**config.mk**
```make
export PLATFORM = sky130hd
export DESIGN_NAME = clipped_rect_fill_copy_blitter_flat
export DESIGN_NICKNAME = d
export VERILOG_FILES = /design/src/rtl/core/blit_pkg.sv /design/src/rtl/core/blit_if.sv /design/src/rtl/core/blit_pix_addr.sv /design/src/rtl/core/clipped_rect_fill_copy_blitter.sv /design/src/flat_wrapper.sv
export SDC_FILE = /design/constraint.sdc
export NUM_CORES = 2
export LEC_CHECK = 0
export ABC_CLOCK_PERIOD_IN_PS = 30000
export BUFFER_PORTS_ARGS = -buffer_cell sky130_fd_sc_hd__buf_2
export CAP_MARGIN = 0
export CORE_UTILIZATION = 46
export CTS_CLUSTER_DIAMETER = 40
export CTS_CLUSTER_SIZE = 16
export DETAILED_ROUTE_END_ITERATION = 10
export GPL_ROUTABILITY_DRIVEN = 1
export GPL_TIMING_DRIVEN = 0
export MAX_ROUTING_LAYER = met4
export SYNTH_ARGS = -nofsm -noshare
export SYNTH_HDL_FRONTEND = slang
export SYNTH_SLANG_ARGS = --single-unit
```
**constraint.sdc**
```tcl
create_clock -name clk_i -period 30 [get_ports clk_i]
set_input_delay 3 -clock clk_i [delete_from_list [all_inputs] [get_ports clk_i]]
set_output_delay 3 -clock clk_i [all_outputs]
set_load 0.005 [all_outputs]
```
**src/rtl/core/blit_pkg.sv**
```systemverilog
// Types and constants of the clipped rectangle fill and copy blitter.
package blit_pkg;

  localparam int unsigned MAX_DIM_DEF = 8192;
  localparam int unsigned COORD_W     = 14;
  localparam int unsigned STRIDE_W    = 17;
  localparam int unsigned ADDR_W      = 32;
  localparam int unsigned CFG_IDX_W   = 8;
  localparam int unsigned PIX_SHIFT   = 2;

  localparam logic [CFG_IDX_W-1:0] CFG_FB_BASE    = CFG_IDX_W'(0);
  localparam logic [CFG_IDX_W-1:0] CFG_FB_WIDTH   = CFG_IDX_W'(1);
  localparam logic [CFG_IDX_W-1:0] CFG_FB_HEIGHT  = CFG_IDX_W'(2);
  localparam logic [CFG_IDX_W-1:0] CFG_ROW_STRIDE = CFG_IDX_W'(3);

  localparam logic [COORD_W-1:0]  FB_WIDTH_RST  = COORD_W'(1024);
  localparam logic [COORD_W-1:0]  FB_HEIGHT_RST = COORD_W'(768);
  localparam logic [STRIDE_W-1:0] STRIDE_RST    = STRIDE_W'(4096);

  typedef logic [COORD_W-1:0] coord_t;

  typedef enum logic [1:0] {
    OP_STEP,
    OP_CLEAR,
    OP_FILL,
    OP_COPY
  } op_e;

  typedef enum logic [1:0] {
    KIND_WRITE,
    KIND_MOVE,
    KIND_REFUSED
  } kind_e;

endpackage

```
**src/rtl/core/blit_if.sv**
```systemverilog
// Request, result and configuration channel interfaces of the blitter.
interface blit_req_if;
  logic        valid;
  logic        ready;
  logic [1:0]  op;
  logic [15:0] dst_x;
  logic [15:0] dst_y;
  logic [15:0] src_x;
  logic [15:0] src_y;
  logic [15:0] rect_width;
  logic [15:0] rect_height;
  logic [31:0] fill_colour;

  modport source (output valid, op, dst_x, dst_y, src_x, src_y, rect_width, rect_height,
                  fill_colour, input ready);
  modport sink (input valid, op, dst_x, dst_y, src_x, src_y, rect_width, rect_height,
                fill_colour, output ready);
endinterface

interface blit_res_if;
  logic        valid;
  logic        ready;
  logic [1:0]  kind;
  logic [31:0] write_addr;
  logic [31:0] read_addr;
  logic [31:0] pixel_value;
  logic        last;

  modport source (output valid, kind, write_addr, read_addr, pixel_value, last, input ready);
  modport sink (input valid, kind, write_addr, read_addr, pixel_value, last, output ready);
endinterface

interface blit_cfg_if;
  logic                            valid;
  logic                            ready;
  logic [blit_pkg::CFG_IDX_W-1:0]  index;
  logic [31:0]                     data;

  modport source (output valid, index, data, input ready);
  modport sink (input valid, index, data, output ready);
endinterface

```
**src/rtl/core/blit_pix_addr.sv**
```systemverilog
// Byte address of one framebuffer pixel from its column and row.
module blit_pix_addr (
  input  logic [blit_pkg::ADDR_W-1:0]   base_i,
  input  logic [blit_pkg::STRIDE_W-1:0] stride_i,
  input  blit_pkg::coord_t              col_i,
  input  blit_pkg::coord_t              row_i,
  output logic [blit_pkg::ADDR_W-1:0]   addr_o
);

  logic [blit_pkg::COORD_W+blit_pkg::STRIDE_W-1:0] row_off;
  logic [blit_pkg::COORD_W+blit_pkg::PIX_SHIFT-1:0] col_off;

  assign row_off = row_i * stride_i;
  assign col_off = {col_i, {blit_pkg::PIX_SHIFT{1'b0}}};
  assign addr_o  = base_i + blit_pkg::ADDR_W'(row_off) + blit_pkg::ADDR_W'(col_off);

endmodule

```
**src/rtl/core/clipped_rect_fill_copy_blitter.sv**
```systemverilog
// Clipped rectangle fill and copy blitter: top level.
// A result is registered and presented in the cycle after the request that causes it is accepted.
// One request per cycle while the result output is not stalled; commands and steps alike are taken at that rate.
// The output register frees while the result is taken, so requests flow without gaps.
// Reset: idle, no result pending, registers at 0, 1024, 768 and 4096.
module clipped_rect_fill_copy_blitter #(
  parameter int unsigned MAX_DIM = blit_pkg::MAX_DIM_DEF
) (
  input  logic       clk_i,
  input  logic       rst_ni,
  blit_cfg_if.sink   cfg_i,
  blit_req_if.sink   req_i,
  blit_res_if.source res_o
);

  localparam int unsigned CW   = blit_pkg::COORD_W;
  localparam int unsigned DimW = CW + 1;
  localparam logic [DimW-1:0] MaxDim = DimW'(MAX_DIM);

  logic [blit_pkg::ADDR_W-1:0]   fb_base_q;
  blit_pkg::coord_t              fb_width_q, fb_height_q;
  logic [blit_pkg::STRIDE_W-1:0] stride_q;

  logic             busy_q, busy_d;
  logic             copy_q, copy_d;
  logic             rev_q, rev_d;
  blit_pkg::coord_t cur_col_q, cur_col_d;
  blit_pkg::coord_t cur_row_q, cur_row_d;
  blit_pkg::coord_t first_col_q, first_col_d;
  blit_pkg::coord_t end_col_q, end_col_d;
  blit_pkg::coord_t end_row_q, end_row_d;
  blit_pkg::coord_t src_col_off_q, src_col_off_d;
  blit_pkg::coord_t src_row_off_q, src_row_off_d;
  logic [31:0]      colour_q, colour_d;

  logic                  res_valid_q, res_valid_d;
  blit_pkg::kind_e       res_kind_q, res_kind_d;
  logic [31:0]           res_waddr_q, res_waddr_d;
  logic [31:0]           res_raddr_q, res_raddr_d;
  logic [31:0]           res_pix_q, res_pix_d;
  logic                  res_last_q, res_last_d;

  logic             req_ready, req_acc, is_step, is_copy, is_clear, is_last;
  blit_pkg::coord_t eff_w, eff_h;
  blit_pkg::coord_t fx0, fy0, fx1, fy1, ax0, ay0, ax1, ay1;
  logic [16:0]      fx1_sum, fy1_sum;
  logic             fill_empty;
  blit_pkg::coord_t lim_sx, lim_dx, lim_sy, lim_dy, cw_a, ch_a, cw, ch;
  blit_pkg::coord_t c_last_col, c_last_row;
  logic             copy_empty;
  logic [32:0]      dst_prod, src_prod;
  logic [33:0]      dst_off, src_off;
  logic             copy_rev;
  blit_pkg::coord_t src_col, src_row;
  logic [31:0]      dst_addr, src_addr;

  // Configuration
  assign cfg_i.ready = 1'b1;

  always_ff @(posedge clk_i or negedge rst_ni) begin
    if (!rst_ni) begin
      fb_base_q   <= '0;
      fb_width_q  <= blit_pkg::FB_WIDTH_RST;
      fb_height_q <= blit_pkg::FB_HEIGHT_RST;
      stride_q    <= blit_pkg::STRIDE_RST;
    end else if (cfg_i.valid) begin
      case (cfg_i.index)
        blit_pkg::CFG_FB_BASE:    fb_base_q   <= cfg_i.data;
        blit_pkg::CFG_FB_WIDTH:   fb_width_q  <= cfg_i.data[CW-1:0];
        blit_pkg::CFG_FB_HEIGHT:  fb_height_q <= cfg_i.data[CW-1:0];
        blit_pkg::CFG_ROW_STRIDE: stride_q    <= cfg_i.data[blit_pkg::STRIDE_W-1:0];
        default: ;
      endcase
    end
  end

  // Handshake
  assign req_ready   = !res_valid_q || res_o.ready;
  assign req_i.ready = req_ready;
  assign req_acc     = req_i.valid && req_ready;
  assign is_step     = req_i.op == blit_pkg::OP_STEP;
  assign is_copy     = req_i.op == blit_pkg::OP_COPY;
  assign is_clear    = req_i.op == blit_pkg::OP_CLEAR;

  // Clip window
  assign eff_w = ({1'b0, fb_width_q} > MaxDim) ? MaxDim[CW-1:0] : fb_width_q;
  assign eff_h = ({1'b0, fb_height_q} > MaxDim) ? MaxDim[CW-1:0] : fb_height_q;

  // Fill and clear region
  assign fx0     = (req_i.dst_x > 16'(eff_w)) ? eff_w : req_i.dst_x[CW-1:0];
  assign fy0     = (req_i.dst_y > 16'(eff_h)) ? eff_h : req_i.dst_y[CW-1:0];
  assign fx1_sum = 17'(fx0) + 17'(req_i.rect_width);
  assign fy1_sum = 17'(fy0) + 17'(req_i.rect_height);
  assign fx1     = (fx1_sum > 17'(eff_w)) ? eff_w : fx1_sum[CW-1:0];
  assign fy1     = (fy1_sum > 17'(eff_h)) ? eff_h : fy1_sum[CW-1:0];
  assign ax0     = is_clear ? '0 : fx0;
  assign ay0     = is_clear ? '0 : fy0;
  assign ax1     = is_clear ? eff_w : fx1;
  assign ay1     = is_clear ? eff_h : fy1;
  assign fill_empty = (ax0 == ax1) || (ay0 == ay1);

  // Copy region
  assign lim_sx = eff_w - req_i.src_x[CW-1:0];
  assign lim_dx = eff_w - req_i.dst_x[CW-1:0];
  assign lim_sy = eff_h - req_i.src_y[CW-1:0];
  assign lim_dy = eff_h - req_i.dst_y[CW-1:0];
  assign cw_a   = (req_i.rect_width < 16'(lim_sx)) ? req_i.rect_width[CW-1:0] : lim_sx;
  assign ch_a   = (req_i.rect_height < 16'(lim_sy)) ? req_i.rect_height[CW-1:0] : lim_sy;
  assign cw     = (cw_a < lim_dx) ? cw_a : lim_dx;
  assign ch     = (ch_a < lim_dy) ? ch_a : lim_dy;
  assign c_last_col = req_i.dst_x[CW-1:0] + cw - CW'(1);
  assign c_last_row = req_i.dst_y[CW-1:0] + ch - CW'(1);
  assign copy_empty = (req_i.src_x >= 16'(eff_w)) || (req_i.dst_x >= 16'(eff_w)) ||
                      (req_i.src_y >= 16'(eff_h)) || (req_i.dst_y >= 16'(eff_h)) ||
                      (req_i.rect_width == '0) || (req_i.rect_height == '0);

  // Column direction for overlapping copies
  assign dst_prod = req_i.dst_y * stride_q;
  assign src_prod = req_i.src_y * stride_q;
  assign dst_off  = 34'(dst_prod) + 34'({req_i.dst_x, 2'b00});
  assign src_off  = 34'(src_prod) + 34'({req_i.src_x, 2'b00});
  assign copy_rev = dst_off > src_off;

  // Pixel addresses
  assign src_col = cur_col_q + src_col_off_q;
  assign src_row = cur_row_q + src_row_off_q;

  blit_pix_addr u_dst_addr (
    .base_i  (fb_base_q),
    .stride_i(stride_q),
    .col_i   (cur_col_q),
    .row_i   (cur_row_q),
    .addr_o  (dst_addr)
  );

  blit_pix_addr u_src_addr (
    .base_i  (fb_base_q),
    .stride_i(stride_q),
    .col_i   (src_col),
    .row_i   (src_row),
    .addr_o  (src_addr)
  );

  assign is_last = (cur_col_q == end_col_q) && (cur_row_q == end_row_q);

  always_comb begin
    busy_d        = busy_q;
    copy_d        = copy_q;
    rev_d         = rev_q;
    cur_col_d     = cur_col_q;
    cur_row_d     = cur_row_q;
    first_col_d   = first_col_q;
    end_col_d     = end_col_q;
    end_row_d     = end_row_q;
    src_col_off_d = src_col_off_q;
    src_row_off_d = src_row_off_q;
    colour_d      = colour_q;

    res_valid_d = res_valid_q && !res_o.ready;
    res_kind_d  = res_kind_q;
    res_waddr_d = res_waddr_q;
    res_raddr_d = res_raddr_q;
    res_pix_d   = res_pix_q;
    res_last_d  = res_last_q;

    if (req_acc) begin
      res_valid_d = busy_q;
      if (!is_step) begin
        if (busy_q) begin
          res_kind_d  = blit_pkg::KIND_REFUSED;
          res_waddr_d = '0;
          res_raddr_d = '0;
          res_pix_d   = '0;
          res_last_d  = 1'b0;
        end else if (is_copy) begin
          copy_d        = 1'b1;
          colour_d      = '0;
          src_col_off_d = req_i.src_x[CW-1:0] - req_i.dst_x[CW-1:0];
          src_row_off_d = req_i.src_y[CW-1:0] - req_i.dst_y[CW-1:0];
          if (!copy_empty) begin
            rev_d       = copy_rev;
            first_col_d = copy_rev ? c_last_col : req_i.dst_x[CW-1:0];
            end_col_d   = copy_rev ? req_i.dst_x[CW-1:0] : c_last_col;
            cur_col_d   = copy_rev ? c_last_col : req_i.dst_x[CW-1:0];
            cur_row_d   = req_i.dst_y[CW-1:0];
            end_row_d   = c_last_row;
            busy_d      = 1'b1;
          end
        end else begin
          copy_d        = 1'b0;
          colour_d      = req_i.fill_colour;
          src_col_off_d = '0;
          src_row_off_d = '0;
          if (!fill_empty) begin
            rev_d       = 1'b0;
            first_col_d = ax0;
            end_col_d   = ax1 - CW'(1);
            cur_col_d   = ax0;
            cur_row_d   = ay0;
            end_row_d   = ay1 - CW'(1);
            busy_d      = 1'b1;
          end
        end
      end else if (busy_q) begin
        res_kind_d  = copy_q ? blit_pkg::KIND_MOVE : blit_pkg::KIND_WRITE;
        res_waddr_d = dst_addr;
        res_raddr_d = copy_q ? src_addr : '0;
        res_pix_d   = copy_q ? '0 : colour_q;
        res_last_d  = is_last;
        if (is_last) begin
          busy_d = 1'b0;
        end else if (cur_col_q == end_col_q) begin
          cur_col_d = first_col_q;
          cur_row_d = cur_row_q + CW'(1);
        end else if (rev_q) begin
          cur_col_d = cur_col_q - CW'(1);
        end else begin
          cur_col_d = cur_col_q + CW'(1);
        end
      end
    end
  end

  always_ff @(posedge clk_i or negedge rst_ni) begin
    if (!rst_ni) begin
      busy_q        <= 1'b0;
      copy_q        <= 1'b0;
      rev_q         <= 1'b0;
      cur_col_q     <= '0;
      cur_row_q     <= '0;
      first_col_q   <= '0;
      end_col_q     <= '0;
      end_row_q     <= '0;
      src_col_off_q <= '0;
      src_row_off_q <= '0;
      colour_q      <= '0;
      res_valid_q   <= 1'b0;
    end else begin
      busy_q        <= busy_d;
      copy_q        <= copy_d;
      rev_q         <= rev_d;
      cur_col_q     <= cur_col_d;
      cur_row_q     <= cur_row_d;
      first_col_q   <= first_col_d;
      end_col_q     <= end_col_d;
      end_row_q     <= end_row_d;
      src_col_off_q <= src_col_off_d;
      src_row_off_q <= src_row_off_d;
      colour_q      <= colour_d;
      res_valid_q   <= res_valid_d;
    end
  end

  always_ff @(posedge clk_i) begin
    res_kind_q  <= res_kind_d;
    res_waddr_q <= res_waddr_d;
    res_raddr_q <= res_raddr_d;
    res_pix_q   <= res_pix_d;
    res_last_q  <= res_last_d;
  end

  assign res_o.valid       = res_valid_q;
  assign res_o.kind        = res_kind_q;
  assign res_o.write_addr  = res_waddr_q;
  assign res_o.read_addr   = res_raddr_q;
  assign res_o.pixel_value = res_pix_q;
  assign res_o.last        = res_last_q;

endmodule

```
**src/flat_wrapper.sv**
```systemverilog
// flat-port wrapper written by rule: the top's interface ports become plain ports
module clipped_rect_fill_copy_blitter_flat 
#(
  parameter int unsigned MAX_DIM = blit_pkg::MAX_DIM_DEF
)
  (clk_i, rst_ni, cfg_i_valid, cfg_i_index, cfg_i_data, cfg_i_ready, req_i_valid, req_i_op, req_i_dst_x, req_i_dst_y, req_i_src_x, req_i_src_y, req_i_rect_width, req_i_rect_height, req_i_fill_colour, req_i_ready, res_o_valid, res_o_kind, res_o_write_addr, res_o_read_addr, res_o_pixel_value, res_o_last, res_o_ready);
  blit_cfg_if cfg_i_i ();
  blit_req_if req_i_i ();
  blit_res_if res_o_i ();
  input  logic clk_i;
  input  logic rst_ni;
  input wire logic [$bits(cfg_i_i.valid)-1:0] cfg_i_valid;
  input wire logic [$bits(cfg_i_i.index)-1:0] cfg_i_index;
  input wire logic [$bits(cfg_i_i.data)-1:0] cfg_i_data;
  output wire logic [$bits(cfg_i_i.ready)-1:0] cfg_i_ready;
  input wire logic [$bits(req_i_i.valid)-1:0] req_i_valid;
  input wire logic [$bits(req_i_i.op)-1:0] req_i_op;
  input wire logic [$bits(req_i_i.dst_x)-1:0] req_i_dst_x;
  input wire logic [$bits(req_i_i.dst_y)-1:0] req_i_dst_y;
  input wire logic [$bits(req_i_i.src_x)-1:0] req_i_src_x;
  input wire logic [$bits(req_i_i.src_y)-1:0] req_i_src_y;
  input wire logic [$bits(req_i_i.rect_width)-1:0] req_i_rect_width;
  input wire logic [$bits(req_i_i.rect_height)-1:0] req_i_rect_height;
  input wire logic [$bits(req_i_i.fill_colour)-1:0] req_i_fill_colour;
  output wire logic [$bits(req_i_i.ready)-1:0] req_i_ready;
  output wire logic [$bits(res_o_i.valid)-1:0] res_o_valid;
  output wire logic [$bits(res_o_i.kind)-1:0] res_o_kind;
  output wire logic [$bits(res_o_i.write_addr)-1:0] res_o_write_addr;
  output wire logic [$bits(res_o_i.read_addr)-1:0] res_o_read_addr;
  output wire logic [$bits(res_o_i.pixel_value)-1:0] res_o_pixel_value;
  output wire logic [$bits(res_o_i.last)-1:0] res_o_last;
  input wire logic [$bits(res_o_i.ready)-1:0] res_o_ready;
  assign cfg_i_i.valid = cfg_i_valid;
  assign cfg_i_i.index = cfg_i_index;
  assign cfg_i_i.data = cfg_i_data;
  assign cfg_i_ready = cfg_i_i.ready;
  assign req_i_i.valid = req_i_valid;
  assign req_i_i.op = req_i_op;
  assign req_i_i.dst_x = req_i_dst_x;
  assign req_i_i.dst_y = req_i_dst_y;
  assign req_i_i.src_x = req_i_src_x;
  assign req_i_i.src_y = req_i_src_y;
  assign req_i_i.rect_width = req_i_rect_width;
  assign req_i_i.rect_height = req_i_rect_height;
  assign req_i_i.fill_colour = req_i_fill_colour;
  assign req_i_ready = req_i_i.ready;
  assign res_o_valid = res_o_i.valid;
  assign res_o_kind = res_o_i.kind;
  assign res_o_write_addr = res_o_i.write_addr;
  assign res_o_read_addr = res_o_i.read_addr;
  assign res_o_pixel_value = res_o_i.pixel_value;
  assign res_o_last = res_o_i.last;
  assign res_o_i.ready = res_o_ready;
  clipped_rect_fill_copy_blitter #(.MAX_DIM(MAX_DIM)) u_core (.clk_i(clk_i), .rst_ni(rst_ni), .cfg_i(cfg_i_i), .req_i(req_i_i), .res_o(res_o_i));
endmodule
```
==> flow_metrics.tcl <==
set metrics [dict create \
    clockBufferDepth 3 \
    fillers 13465 \
    worstPathArrival_ps 14830 \
    drtIter0Drc 5513 \
    synth_area_mm2 0.06404 \
    end_kind "flop" \
    ys_warn_count 0 \
    tightest_slew_ps 1416 \
    reg2reg_from "u_core.fb_width_q[13]" \
    grt_max_degree 104 \
    worst_slack_ps 15650 \
    critPathMaxFanout 10 \
    dieWidth_um 375.1 \
    die-area_mm2 0.1407 \
    wl_um 244200 \
    p_comb_share_pct 69.1 \
    relSlewSlack_pct 5.624 \
    intPower_w 0.001891 \
    ys_types 99 \
    insertion_delay_ps 610 \
    cpMaxStageDelayCell "o21ai_0" \
    fin_crit_ps 14350 \
    cts_tree "yes" \
    cts_buffers 45 \
    cpPeakStageDelay_ps 830 \
    grt_pass1_wl_um 361100 \
    drive_above_1_share_pct 7.058 \
    crit_type "input port to flop" \
    multi_input_area_mm2 0.04969 \
    setup_viol 0 \
    rows 136 \
    yosysSeqAreaShare_pct 12.90 \
    synth_area_leaders "fa_1, ha_1, dfrtp_1" \
    ant_nets 0 \
    postCtsSetupRepairBufs 0 \
    grt_overflow 0 \
    power_switching_share_pct 51.27 \
    min_to "u_core.colour_q[21]" \
    grt_pass1_vias 54348 \
    vdd_drop_max_v 0.00007323 \
    clk_pin_slew_ps 60 \
    htree_num_levels 2 \
    leakagePower_nw 33.43 \
    initial_core_util_pct 46.46 \
    synth-edff-count 99 \
    syn2layout_area_growth_pct 8.392 \
    power_frac_seq_pct 16.8 \
    synth_area_leader_cell "fa_1" \
    antenna_found_initial 21 \
    r2r-end "u_core.cur_col_q[13]" \
    ys_seq_elements 310 \
    synth-async-reset-ratio_pct 68.06 \
    postSynthAreaPerCell_um2 8.739 \
    cts.sinks 310 \
    finClkSkew_ps 25.29 \
    gp_congestion 1.018 \
    grt.total_usage_pct 35.83 \
    whs_path_depth 2 \
    ios 277 \
    synthFlopType "dfrtp_1" \
    synth.top_cell.area_share_pct 28.42 \
    maxCapViolCount 0 \
    dr.pass1.iters 7 \
    wl_per_cell_um 25.71 \
    post-place-cells 9401 \
    die_y_um 375.1 \
    rrSetupSlack_ps 17340 \
    tns_ps 0 \
    holdBufCountCts 0 \
    powerDensity_mw_per_mm2 55.91 \
    dpl_worst_slack_ps 15480 \
    rsz0062_at_grt "false" \
    vias 54429 \
    critPathLaunchType "input port" \
    max_freq_mhz 69.70 \
    hold_start "u_core.colour_q[21]" \
    required_ps 30490 \
    hold_viol 0 \
    fin_hold_ws_ps 471.7 \
    core_mm2 0.1378 \
    port_buffers 272 \
    clkPwrFrac_pct 14.1 \
    status "finished clean" \
    final_cells 9501 \
    seqCellArea_mm2 0.008258 \
    drv_slew 0 \
    synthesis.nets 9186 \
    route.detailed.drc 0 \
    period_share_pct 47.82 \
    nets 9515 \
    via_per_inst 5.729 \
    dp_hpwl_um 204300 \
    hp-class "flop to flop" \
    p_sw_w 0.001990 \
    ctsResizeCount 0 \
    rr_worst_depth 49 \
    clockRootBuffer "clkbuf_16" \
    syn_inst 7328 \
    worstSetupStartpoint "req_i_dst_y[11]" \
]
==> metal layers <==
| metal | global-route usage [%] | vias up | routed length (µm) |
|---|---|---|---|
| met1 | 49.65 | 27170 | 107000 |
| met3 | 5.769 | 425 | 22190 |
| met4 | 11.54 | 0 | 9103 |
| met5 | - | - | 0 |
| li1 | - | 24252 | - |
| met2 | 53.49 | 2582 | 106000 |
==> layout make-up <==
type                       count  area share, %
tap                         1794          3.234
timing repair buffer         282          2.205
clock inverter                33         0.5588
buffer                       328          1.900
multi-input combinational   5411          71.59
antenna                       14        0.05047
inverter                    1279          6.916
clock buffer                  50          1.649
sequential                   310          11.90
==> cell usage after synthesis (99+ instances only) <==
cell type,number
inv_1,1275
nand2_1,1033
fa_1,909
ha_1,774
and2_1,384
a21oi_1,302
clkbuf_1,290
nor2_1,275
o21ai_0,275
dfrtp_1,207
xnor2_1,179
xor2_1,124
edfxtp_1,99
==> power by group through the flow <==
stage	registers, W	clock network, W	logic, W
global route	0.000659	0.000570	0.00297
detailed placement	0.000656	0	0.00262
finish	0.000652	0.000547	0.00268
global placement	0.000658	0	0.00258
CTS	0.000648	0.000553	0.00264
floorplan	0.000615	0	0.00185
==> flip-flops by register name, summed over array words and instances, names as in the netlist, 2 cells and up <==
| name | flops |
|---|---|
| u_core.end_row_q | 14 |
| u_core.src_row_off_q | 14 |
| u_core.res_o.read_addr | 32 |
| u_core.first_col_q | 14 |
| u_core.colour_q | 32 |
| u_core.fb_base_q | 32 |
| u_core.res_o.write_addr | 32 |
| u_core.cur_row_q | 14 |
| u_core.cur_col_q | 14 |
| u_core.src_col_off_q | 14 |
| u_core.end_col_q | 14 |
| u_core.res_o.kind | 2 |
| u_core.fb_height_q | 14 |
| u_core.fb_width_q | 14 |
| u_core.stride_q | 17 |
| u_core.res_o.pixel_value | 32 |
==> worst max path at each step <==
stage	end	cells past startpoint
after floorplan	u_core.end_row_q[13]	49
after detailed placement	u_core.cur_row_q[6]	35
after CTS	u_core.cur_row_q[6]	35
final	u_core.cur_row_q[6]	35
after global placement	u_core.cur_row_q[7]	32
after global routing	u_core.end_row_q[8]	42
==> stage by stage <==
stage / area (µm²) / utilization (%) / total power (W)
2_1_floorplan: 64040 / - / 0.002465
3_3_place_gp: 67640 / 49.08 / 0.003240
3_5_place_dp: 67820 / 49.20 / 0.003276
4_1_cts: 69350 / 50.31 / 0.003845
5_1_grt: 69410 / 50.36 / 0.004197
6_report: 69410 / 50.36 / 0.003881
==> kinds of logic after synthesis <==
family | count (synthesis) | share of synthesized area, %
simple gates | 2140 | 15.64
fa+ha+maj | 1683 | 43.54
buf+inv | 1607 | 9.554
compound gates | 1117 | 11.21
flops | 310 | 12.90
xor+xnor | 303 | 4.144
mux | 167 | 3.013
other cells | 1 | 0.005856
==> placed cells by master, fill, tap and decap left out, types with 45 or more instances in the layout <==
cell type,count
edfxtp_1,99
o21bai_1,53
xnor2_1,177
a21oi_1,302
mux2i_1,51
a21o_1,88
nand2_1,1033
ha_1,774
nor3_1,95
and2_1,384
fa_1,909
mux2_2,76
clkbuf_1,294
nor2_1,274
buf_2,281
dfrtp_1,207
clkbuf_16,45
xor2_1,124
inv_1,1275
o21a_1,48
nand3_1,72
o21ai_0,275
==> worst max-delay path, delay by kind of cell <==
family / cells / cell delay (ps)
adder cells (fa/ha/maj): 3 / 1330
AND/OR/NAND/NOR: 7 / 1650
buffers and inverters: 9 / 3450
multiplexers: 2 / 900
XOR/XNOR: 1 / 720
AO/OA/AOI/OAI: 13 / 3720
Note: power is estimated with default switching activity, not from simulation.
